`src/psre_pkg.sv`:
```
// ----------------------------------------------------------------------------
// psre_pkg: shared types and constants of the PNG stored RGB encoder
// Item and result records, command and register codes, default limits.
// ----------------------------------------------------------------------------
package psre_pkg;

   localparam int DEF_MAX_WIDTH  = 8192;
   localparam int DEF_MAX_HEIGHT = 8192;
   localparam int QUEUE_DEPTH    = 4;
   localparam int CFG_W          = 14;

   localparam logic CMD_START = 1'b0;
   localparam logic CMD_PIXEL = 1'b1;

   localparam logic CSR_WIDTH  = 1'b0;
   localparam logic CSR_HEIGHT = 1'b1;

   typedef struct packed {
      logic        is_start;
      logic [23:0] pixel;
   } item_type;

   typedef struct packed {
      logic [7:0] out_byte;
      logic       run_end;
      logic       file_end;
      logic       misuse;
   } result_type;

endpackage

```
`src/psre_front.sv`:
```
// ----------------------------------------------------------------------------
// psre_front: input queue of the PNG stored RGB encoder
// Accepts items, marks frame starts and holds them until the back end is free.
// ----------------------------------------------------------------------------
module psre_front import psre_pkg::*; (
   input  logic        clock,
   input  logic        reset,
   input  logic        req_push,
   input  logic        req_command,
   input  logic [23:0] req_pixel,
   output logic        req_full,
   output logic        q_valid,
   output item_type    q_item,
   input  logic        q_pop
);

   localparam int PTR_W = (QUEUE_DEPTH > 1) ? $clog2(QUEUE_DEPTH) : 1;
   localparam int CNT_W = $clog2(QUEUE_DEPTH + 1);

   item_type           mem_ff [QUEUE_DEPTH];
   logic [PTR_W-1:0]   wr_ff, wr_in, rd_ff, rd_in;
   logic [CNT_W-1:0]   cnt_ff, cnt_in;
   logic               do_push;
   item_type           new_item;

   assign req_full = (cnt_ff == CNT_W'(QUEUE_DEPTH));
   assign q_valid  = (cnt_ff != '0);
   assign q_item   = mem_ff[rd_ff];
   assign do_push  = req_push && !req_full;

   always_comb begin
      new_item.is_start = (req_command == CMD_START);
      new_item.pixel    = req_pixel;
      wr_in  = wr_ff;
      rd_in  = rd_ff;
      cnt_in = cnt_ff;
      if (do_push) begin
         wr_in = (wr_ff == PTR_W'(QUEUE_DEPTH - 1)) ? '0 : wr_ff + 1'b1;
      end
      if (q_pop) begin
         rd_in = (rd_ff == PTR_W'(QUEUE_DEPTH - 1)) ? '0 : rd_ff + 1'b1;
      end
      if (do_push && !q_pop) begin
         cnt_in = cnt_ff + 1'b1;
      end else if (!do_push && q_pop) begin
         cnt_in = cnt_ff - 1'b1;
      end
   end

   always_ff @(posedge clock) begin
      if (do_push) begin
         mem_ff[wr_ff] <= new_item;
      end
   end

   always_ff @(posedge clock) begin
      if (reset) begin
         wr_ff  <= '0;
         rd_ff  <= '0;
         cnt_ff <= '0;
      end else begin
         wr_ff  <= wr_in;
         rd_ff  <= rd_in;
         cnt_ff <= cnt_in;
      end
   end

endmodule

```
`src/psre_back.sv`:
```
// ----------------------------------------------------------------------------
// psre_back: byte sequencer of the PNG stored RGB encoder
// Turns queued items into PNG bytes, one a cycle while the output is not stalled, with CRC-32 and Adler-32.
// ----------------------------------------------------------------------------
module psre_back import psre_pkg::*; #(
   parameter int MAX_WIDTH  = DEF_MAX_WIDTH,
   parameter int MAX_HEIGHT = DEF_MAX_HEIGHT
) (
   input  logic             clock,
   input  logic             reset,
   input  logic [CFG_W-1:0] cfg_width,
   input  logic [CFG_W-1:0] cfg_height,
   input  logic             q_valid,
   input  item_type         q_item,
   output logic             q_pop,
   output logic             rsp_valid,
   output result_type       rsp_data,
   input  logic             rsp_pop
);

   localparam int W_W   = $clog2(MAX_WIDTH + 1);
   localparam int H_W   = $clog2(MAX_HEIGHT + 1);
   localparam int COL_W = (MAX_WIDTH > 1) ? $clog2(MAX_WIDTH) : 1;
   localparam int RAW_W = $clog2(MAX_HEIGHT * (3 * MAX_WIDTH + 1) + 1);
   localparam int PRD_W = H_W + W_W + 2;

   typedef enum logic [4:0] {
      S_IDLE  = 5'b00001,
      S_START = 5'b00010,
      S_PIX   = 5'b00100,
      S_TAIL  = 5'b01000,
      S_MIS   = 5'b10000
   } bk_state_type;

   function automatic logic [31:0] crc_byte(input logic [31:0] c, input logic [7:0] b);
      logic [31:0] r;
      r = c ^ {24'b0, b};
      for (int k = 0; k < 8; k++) begin
         r = r[0] ? ((r >> 1) ^ 32'hEDB88320) : (r >> 1);
      end
      return r;
   endfunction

   function automatic logic [CFG_W-1:0] clamp_dim(input logic [CFG_W-1:0] v,
                                                   input logic [CFG_W-1:0] m);
      logic [CFG_W-1:0] r;
      r = v;
      if (v == '0) r = CFG_W'(1);
      else if (v > m) r = m;
      return r;
   endfunction

   bk_state_type       state_ff, state_in;
   logic [5:0]         idx_ff, idx_in;
   logic [1:0]         slot_ff, slot_in;
   logic [2:0]         hdr_ff, hdr_in;
   logic [23:0]        pix_ff, pix_in;
   logic [31:0]        crc_ff, crc_in;
   logic [15:0]        alo_ff, alo_in, ahi_ff, ahi_in;
   logic [15:0]        blk_ff, blk_in;
   logic [RAW_W-1:0]   left_ff, left_in;
   logic [COL_W-1:0]   col_ff, col_in;
   logic               open_ff, open_in;
   logic [W_W-1:0]     w_ff, w_in, w_cur;
   logic [H_W-1:0]     h_ff, h_in;
   logic [RAW_W-1:0]   raw_ff, raw_in;
   logic [15:0]        blocks_ff, blocks_in;
   logic [31:0]        idat_ff, idat_in;
   logic               out_valid_ff, out_valid_in;
   result_type         out_ff, out_in;

   logic               adv, emit, is_put, crc_rst, last, fend, mis;
   logic [7:0]         byte_v, data_v;
   logic [31:0]        crc_n, w32, h32, r32, left32, s32, rem32, a32;
   logic               ge;
   logic [15:0]        blen, nlen;
   logic [16:0]        lo_sum, hi_sum;
   logic [15:0]        lo_n, hi_n;
   logic [W_W+1:0]     w3p1;
   logic [PRD_W-1:0]   prod;
   logic [COL_W:0]     col_nxt;
   logic [COL_W-1:0]   col_upd;

   assign rsp_valid = out_valid_ff;
   assign rsp_data  = out_ff;
   assign adv       = !out_valid_ff || rsp_pop;
   assign q_pop     = (state_ff == S_IDLE) && q_valid;

   // Frame size arithmetic, one step a cycle from the sizes latched at start.
   always_comb begin
      w3p1      = {2'b00, w_ff} + {1'b0, w_ff, 1'b0} + (W_W+2)'(1);
      prod      = PRD_W'(h_ff) * PRD_W'(w3p1);
      raw_in    = RAW_W'(prod);
      r32       = 32'(raw_ff);
      a32       = {16'b0, r32[31:16]};
      s32       = a32 + {16'b0, r32[15:0]};
      ge        = (s32 >= 32'd65535);
      rem32     = ge ? s32 - 32'd65535 : s32;
      blocks_in = 16'(a32 + 32'(ge) + 32'(rem32 != '0));
      idat_in   = r32 + {blocks_ff, 2'b00} + 32'(blocks_ff) + 32'd6;
   end

   always_comb begin
      w_cur   = W_W'(clamp_dim(cfg_width, CFG_W'(MAX_WIDTH)));
      w32     = 32'(w_ff);
      h32     = 32'(h_ff);
      crc_n   = ~crc_ff;
      left32  = 32'(left_ff);
      blen    = (left32 > 32'd65535) ? 16'hFFFF : left32[15:0];
      nlen    = ~blen;
      case (slot_ff)
         2'd0:    data_v = 8'h00;
         2'd1:    data_v = pix_ff[23:16];
         2'd2:    data_v = pix_ff[15:8];
         default: data_v = pix_ff[7:0];
      endcase
      lo_sum  = {1'b0, alo_ff} + {9'b0, data_v};
      lo_n    = (lo_sum >= 17'd65521) ? 16'(lo_sum - 17'd65521) : lo_sum[15:0];
      hi_sum  = {1'b0, ahi_ff} + {1'b0, lo_n};
      hi_n    = (hi_sum >= 17'd65521) ? 16'(hi_sum - 17'd65521) : hi_sum[15:0];
      col_nxt = {1'b0, col_ff} + (COL_W+1)'(1);
      col_upd = (16'(col_nxt) >= 16'(w_cur)) ? '0 : col_nxt[COL_W-1:0];

      state_in = state_ff;
      idx_in   = idx_ff;
      slot_in  = slot_ff;
      hdr_in   = hdr_ff;
      pix_in   = pix_ff;
      alo_in   = alo_ff;
      ahi_in   = ahi_ff;
      blk_in   = blk_ff;
      left_in  = left_ff;
      col_in   = col_ff;
      open_in  = open_ff;
      w_in     = w_ff;
      h_in     = h_ff;
      emit     = 1'b0;
      is_put   = 1'b0;
      crc_rst  = 1'b0;
      last     = 1'b0;
      fend     = 1'b0;
      mis      = 1'b0;
      byte_v   = 8'h00;

      case (state_ff)
         S_IDLE: begin
            if (q_valid) begin
               pix_in = q_item.pixel;
               idx_in = '0;
               hdr_in = '0;
               if (q_item.is_start) begin
                  state_in = S_START;
                  w_in = W_W'(clamp_dim(cfg_width, CFG_W'(MAX_WIDTH)));
                  h_in = H_W'(clamp_dim(cfg_height, CFG_W'(MAX_HEIGHT)));
               end else if (open_ff) begin
                  state_in = S_PIX;
                  slot_in  = (col_ff == '0) ? 2'd0 : 2'd1;
               end else begin
                  state_in = S_MIS;
               end
            end
         end
         S_START: begin
            if (adv) begin
               emit   = 1'b1;
               idx_in = idx_ff + 1'b1;
               is_put = ((idx_ff >= 6'd12) && (idx_ff <= 6'd28)) || (idx_ff >= 6'd37);
               crc_rst = (idx_ff == 6'd12) || (idx_ff == 6'd37);
               case (idx_ff)
                  6'd0:  byte_v = 8'h89;
                  6'd1:  byte_v = 8'h50;
                  6'd2:  byte_v = 8'h4E;
                  6'd3:  byte_v = 8'h47;
                  6'd4:  byte_v = 8'h0D;
                  6'd5:  byte_v = 8'h0A;
                  6'd6:  byte_v = 8'h1A;
                  6'd7:  byte_v = 8'h0A;
                  6'd11: byte_v = 8'h0D;
                  6'd12: byte_v = 8'h49;
                  6'd13: byte_v = 8'h48;
                  6'd14: byte_v = 8'h44;
                  6'd15: byte_v = 8'h52;
                  6'd16: byte_v = w32[31:24];
                  6'd17: byte_v = w32[23:16];
                  6'd18: byte_v = w32[15:8];
                  6'd19: byte_v = w32[7:0];
                  6'd20: byte_v = h32[31:24];
                  6'd21: byte_v = h32[23:16];
                  6'd22: byte_v = h32[15:8];
                  6'd23: byte_v = h32[7:0];
                  6'd24: byte_v = 8'h08;
                  6'd25: byte_v = 8'h02;
                  6'd29: byte_v = crc_n[31:24];
                  6'd30: byte_v = crc_n[23:16];
                  6'd31: byte_v = crc_n[15:8];
                  6'd32: byte_v = crc_n[7:0];
                  6'd33: byte_v = idat_ff[31:24];
                  6'd34: byte_v = idat_ff[23:16];
                  6'd35: byte_v = idat_ff[15:8];
                  6'd36: byte_v = idat_ff[7:0];
                  6'd37: byte_v = 8'h49;
                  6'd38: byte_v = 8'h44;
                  6'd39: byte_v = 8'h41;
                  6'd40: byte_v = 8'h54;
                  6'd41: byte_v = 8'h78;
                  6'd42: byte_v = 8'h01;
                  default: byte_v = 8'h00;
               endcase
               if (idx_ff == 6'd42) begin
                  last     = 1'b1;
                  state_in = S_IDLE;
                  open_in  = 1'b1;
                  col_in   = '0;
                  blk_in   = '0;
                  left_in  = raw_ff;
                  alo_in   = 16'd1;
                  ahi_in   = 16'd0;
               end
            end
         end
         S_PIX: begin
            if (adv) begin
               emit   = 1'b1;
               is_put = 1'b1;
               if (blk_ff == '0) begin
                  // Stored block header ahead of the block's first byte.
                  hdr_in = hdr_ff + 1'b1;
                  case (hdr_ff)
                     3'd0:    byte_v = {7'b0, (left32 <= 32'd65535)};
                     3'd1:    byte_v = blen[7:0];
                     3'd2:    byte_v = blen[15:8];
                     3'd3:    byte_v = nlen[7:0];
                     default: byte_v = nlen[15:8];
                  endcase
                  if (hdr_ff == 3'd4) begin
                     hdr_in = '0;
                     blk_in = blen;
                  end
               end else begin
                  byte_v  = data_v;
                  alo_in  = lo_n;
                  ahi_in  = hi_n;
                  blk_in  = blk_ff - 1'b1;
                  left_in = left_ff - 1'b1;
                  if (left_ff == RAW_W'(1)) begin
                     state_in = S_TAIL;
                     idx_in   = '0;
                     col_in   = col_upd;
                  end else if (slot_ff == 2'd3) begin
                     state_in = S_IDLE;
                     last     = 1'b1;
                     col_in   = col_upd;
                  end else begin
                     slot_in = slot_ff + 1'b1;
                  end
               end
            end
         end
         S_TAIL: begin
            if (adv) begin
               emit    = 1'b1;
               idx_in  = idx_ff + 1'b1;
               is_put  = (idx_ff <= 6'd3) || ((idx_ff >= 6'd12) && (idx_ff <= 6'd15));
               crc_rst = (idx_ff == 6'd12);
               case (idx_ff)
                  6'd0:  byte_v = ahi_ff[15:8];
                  6'd1:  byte_v = ahi_ff[7:0];
                  6'd2:  byte_v = alo_ff[15:8];
                  6'd3:  byte_v = alo_ff[7:0];
                  6'd4:  byte_v = crc_n[31:24];
                  6'd5:  byte_v = crc_n[23:16];
                  6'd6:  byte_v = crc_n[15:8];
                  6'd7:  byte_v = crc_n[7:0];
                  6'd12: byte_v = 8'h49;
                  6'd13: byte_v = 8'h45;
                  6'd14: byte_v = 8'h4E;
                  6'd15: byte_v = 8'h44;
                  6'd16: byte_v = crc_n[31:24];
                  6'd17: byte_v = crc_n[23:16];
                  6'd18: byte_v = crc_n[15:8];
                  6'd19: byte_v = crc_n[7:0];
                  default: byte_v = 8'h00;
               endcase
               if (idx_ff == 6'd19) begin
                  last     = 1'b1;
                  fend     = 1'b1;
                  state_in = S_IDLE;
                  open_in  = 1'b0;
               end
            end
         end
         S_MIS: begin
            if (adv) begin
               emit     = 1'b1;
               last     = 1'b1;
               mis      = 1'b1;
               state_in = S_IDLE;
            end
         end
         default: begin
            state_in = S_IDLE;
         end
      endcase

      if (is_put) begin
         crc_in = crc_byte(crc_rst ? 32'hFFFFFFFF : crc_ff, byte_v);
      end else begin
         crc_in = crc_ff;
      end

      out_in          = out_ff;
      out_valid_in    = out_valid_ff && !rsp_pop;
      if (emit) begin
         out_valid_in     = 1'b1;
         out_in.out_byte  = byte_v;
         out_in.run_end   = last;
         out_in.file_end  = fend;
         out_in.misuse    = mis;
      end
   end

   always_ff @(posedge clock) begin
      idx_ff    <= idx_in;
      slot_ff   <= slot_in;
      hdr_ff    <= hdr_in;
      pix_ff    <= pix_in;
      w_ff      <= w_in;
      h_ff      <= h_in;
      raw_ff    <= raw_in;
      blocks_ff <= blocks_in;
      idat_ff   <= idat_in;
      out_ff    <= out_in;
   end

   always_ff @(posedge clock) begin
      if (reset) begin
         state_ff     <= S_IDLE;
         crc_ff       <= 32'hFFFFFFFF;
         alo_ff       <= 16'd1;
         ahi_ff       <= 16'd0;
         blk_ff       <= '0;
         left_ff      <= '0;
         col_ff       <= '0;
         open_ff      <= 1'b0;
         out_valid_ff <= 1'b0;
      end else begin
         state_ff     <= state_in;
         crc_ff       <= crc_in;
         alo_ff       <= alo_in;
         ahi_ff       <= ahi_in;
         blk_ff       <= blk_in;
         left_ff      <= left_in;
         col_ff       <= col_in;
         open_ff      <= open_in;
         out_valid_ff <= out_valid_in;
      end
   end

   a_fend_ends_run: assert property (@(posedge clock) disable iff (reset)
      out_valid_ff && out_ff.file_end |-> out_ff.run_end)
      else $error("file end without run end");

   a_pix_has_bytes: assert property (@(posedge clock) disable iff (reset)
      state_ff == S_PIX |-> left_ff != '0 && hdr_ff <= 3'd4)
      else $error("pixel work with no raw bytes left");

   a_pop_when_idle: assert property (@(posedge clock) disable iff (reset)
      q_pop |=> state_ff != S_IDLE)
      else $error("item taken but sequencer stayed idle");

endmodule

```
`src/png_stored_rgb_encoder.sv`:
```
// ----------------------------------------------------------------------------
// png_stored_rgb_encoder: PNG byte stream from raster RGB pixels
// Uncompressed zlib stored blocks, CRC-32 per chunk, Adler-32 over raw data.
// ----------------------------------------------------------------------------
//  channel   ports                                     beat moves when
//  request   req_push req_full req_command req_pixel   req_push & !req_full
//  response  rsp_empty rsp_pop rsp_out_byte + flags    rsp_pop & !rsp_empty
//  config    csr_we csr_index csr_data                 csr_we
//
// The back end gives one byte a cycle while the output is not stalled; the
// idle sequencer takes each item from the input queue, then a pixel gives
// its bytes, a block header leads each stored block, the frame close follows
// the last raw byte and a start item gives the PNG header. Reset clears the
// sequencer state, checksums and queue pointers and restores both size
// registers to one. A stalled response side holds the output register; the
// four-entry input queue keeps taking beats until it fills, and each side stalls on its own.
// ----------------------------------------------------------------------------
module png_stored_rgb_encoder import psre_pkg::*; #(
   parameter int MAX_WIDTH  = DEF_MAX_WIDTH,
   parameter int MAX_HEIGHT = DEF_MAX_HEIGHT
) (
   input  logic             clock,
   input  logic             reset,
   input  logic             req_push,
   output logic             req_full,
   input  logic             req_command,
   input  logic [23:0]      req_pixel,
   output logic             rsp_empty,
   input  logic             rsp_pop,
   output logic [7:0]       rsp_out_byte,
   output logic             rsp_run_end,
   output logic             rsp_file_end,
   output logic             rsp_misuse,
   input  logic             csr_we,
   input  logic             csr_index,
   input  logic [CFG_W-1:0] csr_data
);

   // Size registers as written; the sequencer clamps them where used.
   logic [CFG_W-1:0] width_ff, height_ff;
   item_type         q_item;
   logic             q_valid, q_pop, rsp_valid;
   result_type       rsp_data;

   always_ff @(posedge clock) begin
      if (reset) begin
         width_ff  <= CFG_W'(1);
         height_ff <= CFG_W'(1);
      end else if (csr_we) begin
         case (csr_index)
            CSR_WIDTH:  width_ff  <= csr_data;
            CSR_HEIGHT: height_ff <= csr_data;
            default:    width_ff  <= width_ff;
         endcase
      end
   end

   // The front end queues incoming beats and marks frame starts.
   psre_front u_front (
      .clock       (clock),
      .reset       (reset),
      .req_push    (req_push),
      .req_command (req_command),
      .req_pixel   (req_pixel),
      .req_full    (req_full),
      .q_valid     (q_valid),
      .q_item      (q_item),
      .q_pop       (q_pop)
   );

   // The back end expands each item into its bytes and keeps the checksums.
   psre_back #(
      .MAX_WIDTH  (MAX_WIDTH),
      .MAX_HEIGHT (MAX_HEIGHT)
   ) u_back (
      .clock      (clock),
      .reset      (reset),
      .cfg_width  (width_ff),
      .cfg_height (height_ff),
      .q_valid    (q_valid),
      .q_item     (q_item),
      .q_pop      (q_pop),
      .rsp_valid  (rsp_valid),
      .rsp_data   (rsp_data),
      .rsp_pop    (rsp_pop)
   );

   assign rsp_empty    = !rsp_valid;
   assign rsp_out_byte = rsp_data.out_byte;
   assign rsp_run_end  = rsp_data.run_end;
   assign rsp_file_end = rsp_data.file_end;
   assign rsp_misuse   = rsp_data.misuse;

endmodule
```
`config.mk`:
```
export PLATFORM = sky130hd
export DESIGN_NAME = png_stored_rgb_encoder
export DESIGN_NICKNAME = d
export VERILOG_FILES = /design/src/psre_pkg.sv /design/src/psre_front.sv /design/src/psre_back.sv /design/src/png_stored_rgb_encoder.sv
export SDC_FILE = /design/constraint.sdc
export NUM_CORES = 2
export LEC_CHECK = 0
export ABC_AREA = 1
export BUFFER_PORTS_ARGS = -buffer_cell sky130_fd_sc_hd__buf_2
export CORE_ASPECT_RATIO = 1.25
export CORE_MARGIN = 2
export CORE_UTILIZATION = 45
export CTS_CLUSTER_SIZE = 12
export DETAILED_ROUTE_END_ITERATION = 8
export PLACE_DENSITY_LB_ADDON = 0.3
export SYNTH_ARGS = -nofsm -noshare
export SYNTH_HDL_FRONTEND = slang
export SYNTH_HIERARCHICAL = 1
export SYNTH_SLANG_ARGS = --single-unit
```
`constraint.sdc`:
```
create_clock -name clock -period 8.14 [get_ports clock]
set_clock_uncertainty 0.1 [all_clocks]
set_input_delay 0.814 -clock clock [delete_from_list [all_inputs] [get_ports clock]]
set_output_delay 0.814 -clock clock [all_outputs]
set_load 0.005 [all_outputs]
```
==> reports/summary.txt <==
Vias in the first global route: 28700
CP Max Fanout: 7
Hold Fails Final Rpt: 0
Fillers: 7352
Mapped Cells: 4471
Root Buffer: clkbuf_16
Worst-skew pair later-pin latency: 620 ps
Final worst setup slack: 618 ps
Vias per inst: 5.38
Synth Flop Type: dfxtp_1
Hold Crit Class: primary input to register
CP Launch Type: register
Final wirelength: 97700 um
Avg Cell Area, Syn: 7.45 um^2
Post-synth cell types: 71
DP HPWL: 75800 um
Most frequent cells in the layout: nand2_1, inv_1, nor2_1
Register area: 9950 um^2
DR vias: 29700
Post-synthesis adder-cell area fraction: 18.5%
Initial Util: 45.4%
RSZ-0062 raised after global routing: false
Site row count: 111
Synth Area in XOR/XNOR: 5.35%
Routability Congestion: 0.974
Drt first pass iters: 7
Setup WS pre-CTS: 150 ps
Share of cells above drive strength 1: 6.35%
Post-CTS sizing: 0
Post-synth EDFFs: 174
Die height: 308 um
Total global routing overflow: 0
GR Util met1: 32.6%
Number of synthesized register bits: 410
Die ar.: 76200 um^2
Drc violations: 0
Die width: 247 um
Max clock buf depth: 3
Met2 Use GR: 43.7%
Hold buffer count at CTS: 0
Synth Area in Compound Gates: 10.1%
Main combinational cell family by area after synthesis: simple AND/OR/NAND/NOR gates
Synthesized area: 33300 um^2
Simple-gate area share of the yosys netlist: 27.1%
Rel. slew slack: 29.0%
Worst setup path class: register to register
CP peak stage delay: 550 ps
Worst slew pin tran: 1060 ps
GRT Util Overall: 25.8%
CTS Sinks: 410
Outcome: complete, no violations
Initial antenna violation count: 3
Gr busiest metal: met2
Post-synthesis mux area share: 0%
Ys async rst share: 0%
Core area: 73300 um^2
Critical Path Sink Type: register
Clock tree from TritonCTS: done
H-tree level count: 2
CP Data Required Time: 8580 ps
Minimum clock period: 7520 ps
Slowest-stage cell, CP: fa_1
Max-cap viol count: 0
Placed cell count: 5420
DR WL/cell: 17.7 um
Hold WS: 308 ps
Final setup viols: 0
Multi-input logic area: 20400 um^2
Port Buffers: 57
Synth warnings: 6
Setup_tns: 0 ps
GRT met3 Usage: 2.80%
First-pass GRT wire length: 155000 um
FMAX: 133 MHz
Setup repair bufs after CTS: 0
Largest net degree at the start of global routing: 78
Leading cell type in the layout, fill and taps excluded: nand2_1
Period utilization: 92.4%
Layout Cells excl Fill: 5511
Clock transition at path regs: 60 ps
Final Max Tran Viols: 0
Initial DRC Count: 2338
Layout area overhead: 8.55%
Nets@finish: 4937
Seq/Total Area, Yosys: 29.9%
Inserted Clock Buffers: 47
# IOs: 58
Critical Path AT: 7960 ps
Final ANT Viol Nets: 0
Syn_nets: 4899
==> layer usage <==
layer / up-vias / wire length, um / share of wire (%)
met5: - / 0 / 0
li1: 14500 / - / -
met4: 0 / 5030 / 5.1
met2: 948 / 46800 / 48
met3: 255 / 5570 / 5.7
met1: 13900 / 40300 / 41
==> path summary, 6_finish.rpt <==
path	from	end	slack [ps]	depth (start not counted)
max reg2reg	u_back/w_ff[0]	u_back/raw_ff[25]	620	29
min reg2reg	height_ff[12]	height_ff[12]	380	2
max	u_back/w_ff[0]	u_back/raw_ff[25]	620	29
min	req_pixel[15]	u_front/mem_ff[0][15]	310	1
==> stage by stage <==
step / util [%] / cell area (um^2)
after global routing: 49.3 / 36200
after global placement: 47.2 / 34600
final: 49.3 / 36200
after CTS: 49.3 / 36100
after detailed placement: 47.2 / 34600
after floorplan: - / 33300
==> Yosys cell counts (4+ instances only) <==
cell | number | share of area, %
nor4_1 | 13 | 0.24
clkinv_1 | 11 | 0.12
dfxtp_1 | 236 | 14
xor2_1 | 153 | 4.0
o21bai_1 | 11 | 0.25
nand3_2 | 24 | 0.72
buf_4 | 19 | 0.43
a21o_1 | 5 | 0.11
or2_2 | 8 | 0.15
a22oi_1 | 5 | 0.11
clkbuf_1 | 66 | 0.74
o21ai_1 | 25 | 0.38
nor2_2 | 12 | 0.23
nand2_1 | 1028 | 12
buf_6 | 6 | 0.20
o31ai_1 | 4 | 0.090
buf_1 | 7 | 0.079
inv_1 | 635 | 7.2
nand3_1 | 279 | 4.2
inv_2 | 12 | 0.14
a221oi_1 | 4 | 0.11
a211oi_1 | 11 | 0.25
nand4_1 | 76 | 1.4
a221o_1 | 4 | 0.12
o211ai_1 | 25 | 0.56
nand2_2 | 25 | 0.47
a31oi_1 | 15 | 0.28
o21ai_0 | 209 | 3.1
edfxtp_1 | 174 | 16
nor2_1 | 538 | 6.1
buf_2 | 18 | 0.27
nor2_4 | 5 | 0.17
nor3_1 | 52 | 0.78
nand2_4 | 9 | 0.30
o22ai_1 | 27 | 0.51
a21oi_1 | 227 | 3.4
fa_1 | 182 | 11
a21boi_0 | 7 | 0.16
nand3b_1 | 8 | 0.18
xnor2_1 | 45 | 1.2
ha_1 | 201 | 7.5
==> sequential cells by signal, summed over array words and instances (netlist names), 5 cells and up, named ones only <==
| signal | count |
|---|---|
| u_back/idat_ff | 30 |
| u_back/state_ff | 5 |
| u_back/blk_ff | 16 |
| u_back/raw_ff | 28 |
| u_back/ahi_ff | 16 |
| u_back/alo_ff | 16 |
| u_back/crc_ff | 32 |
| width_ff | 14 |
| u_back/rsp_data | 11 |
| u_back/blocks_ff | 13 |
| u_front/mem_ff | 100 |
| u_back/h_ff | 14 |
| u_back/left_ff | 28 |
| u_back/idx_ff | 6 |
| u_back/w_ff | 14 |
| u_back/pix_ff | 24 |
| height_ff | 14 |
| u_back/col_ff | 13 |
==> kinds of logic after synthesis <==
logic type               after synthesis
XOR/XNOR                             201
AO/OA/AOI/OAI                        601
flip-flops                           410
AND/OR/NAND/NOR                     2099
other                                  1
buffers and inverters                776
adder cells (fa/ha/maj)              383
==> cell type report <==
cell class | count | share of cell area (%)
timing repair buffer | 105 | 1.79
clock buffer | 71 | 3.61
inverter | 660 | 6.86
tap | 960 | 3.32
multi-input combinational | 3285 | 56.3
antenna | 3 | 0.0208
clock inverter | 17 | 0.602
sequential | 410 | 27.5
==> critical path: cells and delay by family, from the launching register on <==
family                     cells  cell delay (ps)
adders and majority gates      8             3560
and+or+nand+nor                4              550
DFF                            1              520
AOI/OAI and AO/OA             10             2160
buffers and inverters          6              400
xor gates and xnor gates       1              150
Power is left out: the tool's default activity adds up to more than one toggle a clock period on the data nets, which glitch-free logic cannot reach.
